`config.mk`:
```
export PLATFORM = sky130hd
export DESIGN_NAME = vpnfd_front
export DESIGN_NICKNAME = d
export VERILOG_FILES = /design/src/vpn_peer_forwarding_decision_defines.svh /design/src/vpnfd_pkg.sv /design/src/vpnfd_front.sv
export SDC_FILE = /design/constraint.sdc
export NUM_CORES = 1
export LEC_CHECK = 0
export ABC_CLOCK_PERIOD_IN_PS = 10800
export CAP_MARGIN = 20
export CORE_AREA = 2 2 176 178
export DETAILED_ROUTE_END_ITERATION = 10
export DIE_AREA = 0 0 178 180
export DONT_BUFFER_PORTS = 1
export HOLD_SLACK_MARGIN = 0.06
export PLACE_DENSITY = 0.74
export SLEW_MARGIN = 30
export SYNTH_ARGS = -nofsm -noshare
export SYNTH_HDL_FRONTEND = slang
export SYNTH_SLANG_ARGS = --single-unit
```
`constraint.sdc`:
```
create_clock -name clk -period 10.8 [get_ports clk]
set_clock_uncertainty 0.1 [all_clocks]
set_input_delay 1.08 -clock clk [delete_from_list [all_inputs] [get_ports clk]]
set_output_delay 1.08 -clock clk [all_outputs]
set_load 0.005 [all_outputs]
```
`src/vpn_peer_forwarding_decision_defines.svh`:
```
// Assertion macros used by the peer forwarding back end.
// Needs clk and rst_n in the scope where a macro is used.
`ifndef VPN_PEER_FORWARDING_DECISION_DEFINES_SVH
`define VPN_PEER_FORWARDING_DECISION_DEFINES_SVH

`ifndef SYNTHESIS

`define VPNFD_ASSERT(lbl, prop, msg) \
    lbl: assert property (@(posedge clk) disable iff (!rst_n) prop) else $error(msg);

`define VPNFD_NEVER(lbl, expr, msg) \
    lbl: assert property (@(posedge clk) disable iff (!rst_n) !(expr)) else $error(msg);

`else

`define VPNFD_ASSERT(lbl, prop, msg)

`define VPNFD_NEVER(lbl, expr, msg)

`endif

`endif

```
`src/vpnfd_pkg.sv`:
```
// Types, codes and sizes for the peer forwarding decision block.
// No dependencies; imported by every module of the block.
`default_nettype none

package vpnfd_pkg;

    // table is indexed by the host byte of an address or by the peer id
    localparam int TABLE_DEPTH = 256;
    localparam int SLOT_W      = $clog2(TABLE_DEPTH);
    localparam int PEER_SLOTS  = 256;
    localparam int FULL_LIMIT  = PEER_SLOTS - 1;
    localparam int COUNT_W     = $clog2(PEER_SLOTS);

    localparam int QUEUE_DEPTH = 2;
    localparam int QPTR_W      = $clog2(QUEUE_DEPTH);
    localparam int QCNT_W      = $clog2(QUEUE_DEPTH + 1);

    localparam logic [1:0] OP_WRITE  = 2'd0;
    localparam logic [1:0] OP_LINK   = 2'd1;
    localparam logic [1:0] OP_TUNNEL = 2'd2;

    localparam logic [1:0] CFG_SERVER_IP   = 2'd0;
    localparam logic [1:0] CFG_SERVER_MASK = 2'd1;
    localparam logic [1:0] CFG_EXPIRE      = 2'd2;

    localparam logic [31:0] SERVER_IP_RESET   = 32'h0000_0000;
    localparam logic [31:0] SERVER_MASK_RESET = 32'hffff_ff00;
    localparam logic [15:0] EXPIRE_RESET      = 16'd600;

    typedef enum logic [1:0] {
        ACT_DROP   = 2'd0,
        ACT_PEER   = 2'd1,
        ACT_TUNNEL = 2'd2,
        ACT_ACCEPT = 2'd3
    } action_t;

    typedef enum logic [3:0] {
        RSN_NONE         = 4'd0,
        RSN_NO_PEER      = 4'd1,
        RSN_BAD_PACKET   = 4'd2,
        RSN_WRONG_SRC    = 4'd3,
        RSN_NO_DEST      = 4'd4,
        RSN_SRC_LAN_OFF  = 4'd5,
        RSN_DST_LAN_OFF  = 4'd6,
        RSN_EXPIRED      = 4'd7,
        RSN_SRC_INET_OFF = 4'd8,
        RSN_DST_INET_OFF = 4'd9,
        RSN_BAD_IP       = 4'd10,
        RSN_EXISTS       = 4'd11,
        RSN_FULL         = 4'd12
    } reason_t;

    typedef enum logic [1:0] {
        BS_IDLE,
        BS_RD_SRC,
        BS_RD_DST,
        BS_DECIDE
    } back_state_t;

    // classified word handed from front to back
    typedef struct packed {
        logic [1:0]  op;
        logic [31:0] now;
        logic [7:0]  pid;
        logic [31:0] sip;
        logic [31:0] dip;
        logic        ok;
        logic [47:0] raddr;
        logic [31:0] eip;
        logic        einet;
        logic        elan;
        logic        eip_peer;
        logic        dip_peer;
        logic        dip_net;
        logic        dip_server;
        logic        sip_server;
    } item_t;

    typedef struct packed {
        action_t     action;
        reason_t     reason;
        logic        block_source;
        logic [7:0]  target_peer;
        logic [47:0] target_addr;
    } result_t;

    typedef struct packed {
        logic [31:0] ip;
        logic        inet;
        logic        lan;
        logic [31:0] last_seen;
        logic [47:0] endpoint;
    } slot_row_t;

endpackage

`default_nettype wire

```
`src/vpnfd_front.sv`:
```
// Front end: accepts input words, classifies addresses against the server net,
// and queues the classified words for the back end. Uses vpnfd_pkg.
`default_nettype none

module vpnfd_front (
    input  logic             clk,
    input  logic             rst_n,
    input  logic             in_valid,
    output logic             in_ready,
    input  logic [1:0]       operation,
    input  logic [31:0]      now_seconds,
    input  logic [7:0]       peer_id,
    input  logic [31:0]      src_ip,
    input  logic [31:0]      dst_ip,
    input  logic             packet_ok,
    input  logic [47:0]      remote_addr,
    input  logic [31:0]      entry_ip,
    input  logic             entry_inet,
    input  logic             entry_lan,
    input  logic [31:0]      server_ip,
    input  logic [31:0]      server_mask,
    output logic             q_valid,
    output vpnfd_pkg::item_t q_item,
    input  logic             q_pop
);
    import vpnfd_pkg::*;

    item_t              cls;
    logic [31:0]        net;
    item_t              fifo_mem [QUEUE_DEPTH];
    logic [QPTR_W-1:0]  wr_ptr_reg, wr_ptr_next;
    logic [QPTR_W-1:0]  rd_ptr_reg, rd_ptr_next;
    logic [QCNT_W-1:0]  cnt_reg, cnt_next;
    logic               push;

    function automatic logic [QPTR_W-1:0] ptr_inc(input logic [QPTR_W-1:0] p);
        logic [QPTR_W-1:0] r;
        if (p == QPTR_W'(QUEUE_DEPTH - 1))
            r = '0;
        else
            r = p + QPTR_W'(1);
        return r;
    endfunction

    // private peer address: inside the net, not the server and not the net itself
    function automatic logic is_peer(input logic [31:0] a, input logic [31:0] sip,
                                     input logic [31:0] mask, input logic [31:0] n);
        return (a != sip) && (a != n) && ((a & mask) == n);
    endfunction

    assign net = server_ip & server_mask;

    always_comb
    begin
        cls.op         = operation;
        cls.now        = now_seconds;
        cls.pid        = peer_id;
        cls.sip        = src_ip;
        cls.dip        = dst_ip;
        cls.ok         = packet_ok;
        cls.raddr      = remote_addr;
        cls.eip        = entry_ip;
        cls.einet      = entry_inet;
        cls.elan       = entry_lan;
        cls.eip_peer   = is_peer(entry_ip, server_ip, server_mask, net);
        cls.dip_peer   = is_peer(dst_ip, server_ip, server_mask, net);
        cls.dip_net    = (dst_ip == net);
        cls.dip_server = (dst_ip == server_ip);
        cls.sip_server = (src_ip == server_ip);
    end

    assign in_ready = (cnt_reg != QCNT_W'(QUEUE_DEPTH));
    assign push     = in_valid && in_ready;
    assign q_valid  = (cnt_reg != '0);
    assign q_item   = fifo_mem[rd_ptr_reg];

    always_comb
    begin
        wr_ptr_next = push ? ptr_inc(wr_ptr_reg) : wr_ptr_reg;
        rd_ptr_next = q_pop ? ptr_inc(rd_ptr_reg) : rd_ptr_reg;
        cnt_next    = cnt_reg;
        if (push && !q_pop)
            cnt_next = cnt_reg + QCNT_W'(1);
        else if (!push && q_pop)
            cnt_next = cnt_reg - QCNT_W'(1);
    end

    always_ff @(posedge clk)
    begin
        if (push)
            fifo_mem[wr_ptr_reg] <= cls;
    end

    always_ff @(posedge clk or negedge rst_n)
    begin
        if (!rst_n)
        begin
            wr_ptr_reg <= '0;
            rd_ptr_reg <= '0;
            cnt_reg    <= '0;
        end
        else
        begin
            wr_ptr_reg <= wr_ptr_next;
            rd_ptr_reg <= rd_ptr_next;
            cnt_reg    <= cnt_next;
        end
    end

endmodule

`default_nettype wire

```
==> metrics.md <==
| Metric | Value |
|---|---|
| Status | `finished, final reports clean` |
| Worst-path clk slew | `0.06 ns` |
| Syn Inst Count | `991` |
| Die X-Extent | `between 150 and 200 um` |
| Cts bufs inserted | `39` |
| Most frequent cells in the layout | `388 x edfxtp_1, 194 x mux2_2, 99 x xor2_1` |
| Metal3 WL | `5660 um` |
| Met2 wire len | `21400 um` |
| Crit path arrival time | `2.84 ns` |
| Top layer in use | `met4` |
| Pre-CTS setup slack | `6.68 ns` |
| Vias in the first global route | `8923` |
| Crit share post-route | `about 37%` |
| Antenna cells | `0` |
| Post-synthesis sequential area ratio | `70.2%` |
| Worst-Skew Late Latency | `around 0.52 ns` |
| Crit path kind | `reg2out` |
| Leading cell type in the layout, fill and taps excluded | `edfxtp_1` |
| Worst slew pin tran | `0.951 ns` |
| Initial antenna violation count | `0` |
| Setup bufs post-CTS | `0` |
| Synth warn | `0` |
| Largest net degree at the start of global routing | `74` |
| CTS H-tree depth | `2` |
| # port buffers | `0` |
| ANT nets after route | `0` |
| # setup viols final | `0` |
| M1 WL | `about 15000 um` |
| Netlist cell types | `26` |
| Grt ovf | `0` |
| WP buf/inv | `1` |
| Worst-case clock buffer depth | `3` |
| Power per cell area | `244 nW/um^2` |
| Startpoint Class | `register` |
| First-pass GRT wire length | `60400 um` |
| Slowest CP cell | `dfrtp_4` |
| Number of flip-flops in the largest register | `388` |
| Crit path required time | `9.62 ns` |
| Fmax | `249 MHz` |
| Max-cap viol count | `0` |
| Root Buffer | `clkbuf_16` |
| Leak | `6.12 nW` |
| HP Class | `in2async` |
| Global-route usage over all layers | `26.2%` |
| Seq. cell area | `11800 sq um` |
| Post-DP HPWL | `32400 um` |
| Cell Area, Synth | `16700 sq um` |
| Area of the multi-input gates | `between 4000 and 5000 sq um` |
| Total Die Area | `32000 sq um` |
| Worst path cell trace | `buf_4 -> mux2_2` |
| CTS tree | `yes` |
| CP Capture Type | `output pin` |
| Total Wirelength | `43400 um` |
| Syn_area_per_cell | `16.9 sq um` |
| Slew Limit Fails | `0` |
| Synthesized flop and latch total | `392` |
| RSZ-0062 raised after global routing | `no` |
| Vias per cell | `between 6 and 7` |
| Hold_buf cts | `0` |
| Max IR drop VDD | `0.172 mV` |
| Mapped Nets | `1249` |
| Io pins | `453` |
| Cell row count | `64` |
| CP peak stage delay | `0.97 ns` |
| Layout cells sized above 1 | `between 20% and 30%` |
| Final min period | `4.02 ns` |
| Critical Path Fanout Max | `66` |
| Cts repair resizes | `0` |
| CTS sink count | `392` |
| Final hold vios | `0` |
| DRT iter0 DRCs | `765` |
| Detailed-route via count | `9034` |
| Slew margin rel. | `36.6%` |
| Pre-antenna DRT Iters | `5` |
| Die Y-Extent | `about 180 um` |
| Initial core utilization | `55.5%` |
| Core area | `between 30000 and 40000 sq um` |
| Setup TNS Final | `0 ns` |
| PnR worst setup slack | `around 6.8 ns` |
| Layout area overhead | `8.85%` |
| Nets@finish | `between 1000 and 1500` |
| Largest delay share family, worst path | `flip-flops` |
| Routability congestion estimate from global placement | `0.953` |
| Number of remaining DRC errors | `0` |
| Routed len/inst | `roughly 30 um` |
| FILL cells | `2204` |
==> path summary, 6_finish.rpt <==
kind,from,end,slack [ns],cells past startpoint
worst max register to register,cnt_reg[0],fifo_mem[0][187],7.47,5
worst min-delay path,rst_n,wr_ptr_reg,0.15,0
min in group clk,cnt_reg[1],cnt_reg[1],0.40,1
worst max-delay path,rd_ptr_reg,q_item[116],6.78,2
worst min register to register,cnt_reg[1],cnt_reg[1],0.40,1
max in group asynchronous,rst_n,rd_ptr_reg,10.37,0
==> power breakdown <==
group	total (W)	internal (W)	switching [W]
combinational	0.00100	0.000427	0.000577
sequential	0.00220	0.00208	0.000116
clock	0.00126	0.000712	0.000544
==> cells in the mapped netlist <==
master    number  share of area [%]
a21oi_1       64                1.9
a221oi_1       8               0.42
a221oi_2       8               0.72
a22o_1        16               0.84
and3_1        63                2.4
and3_2         2              0.090
and4_1         2               0.10
buf_1          1              0.022
buf_2         40                1.2
buf_6          7               0.47
clkbuf_1       6               0.13
dfrtp_1        4               0.60
edfxtp_1     388                 70
ha_1           1              0.075
inv_1          2              0.045
mux2_2       194                 13
nand2_1        1              0.022
nand2b_1       1              0.037
nand4_1       10               0.37
nor2_1         5               0.11
nor4_1        32                1.2
nor4_2         2               0.15
o22ai_1       32                1.2
or2_2          1              0.037
xnor2_1        2               0.10
xor2_1        99                5.2
==> cell type report <==
| cell class | count | area share (%) |
|---|---|---|
| clock buffers | 43 | 5.44 |
| well taps | 396 | 2.72 |
| clock inverters | 26 | 1.11 |
| flip-flops and latches | 392 | 64.5 |
| repair buffers | 8 | 0.460 |
| inverters | 2 | 0.0412 |
| multi-input cells | 543 | 25.8 |
==> kinds of logic (layout without fill, tap and decap cells) <==
group | Yosys count | after routing | synth area share, %
buffers and inverters | 56 | 79 | 1.87
AOI/OAI and AO/OA | 128 | 128 | 5.08
DFF | 392 | 392 | 70.2
and+or+nand+nor | 119 | 119 | 4.48
muxes | 194 | 194 | 13.0
adders and majority gates | 1 | 1 | 0.0747
xor gates and xnor gates | 101 | 101 | 5.28
==> metrics by stage <==
stage / total power (W) / hold WS (ns) / cell area (sq um) / std cells / util, %
finish: 0.00446 / 0.152 / 18200 / 1410 / 60.4
global route: 0.00464 / 0.128 / 18200 / 1410 / 60.4
CTS: 0.00449 / 0.134 / 18200 / 1409 / 60.3
detailed placement: 0.00324 / 0.395 / 17000 / 1340 / 56.3
global placement: 0.00322 / 0.373 / 17000 / 1340 / 56.3
floorplan: 0.00308 / 0.356 / 16700 / 991 / -
==> metal layers <==
| layer | vias up | GRT usage (%) |
|---|---|---|
| li1 | 3910 | - |
| met2 | 520 | 44.6 |
| met5 | - | 0 |
| met4 | 0 | 8.39 |
| met3 | 92 | 11.2 |
| met1 | 4512 | 29.5 |
(Power assumes the default switching activity.)
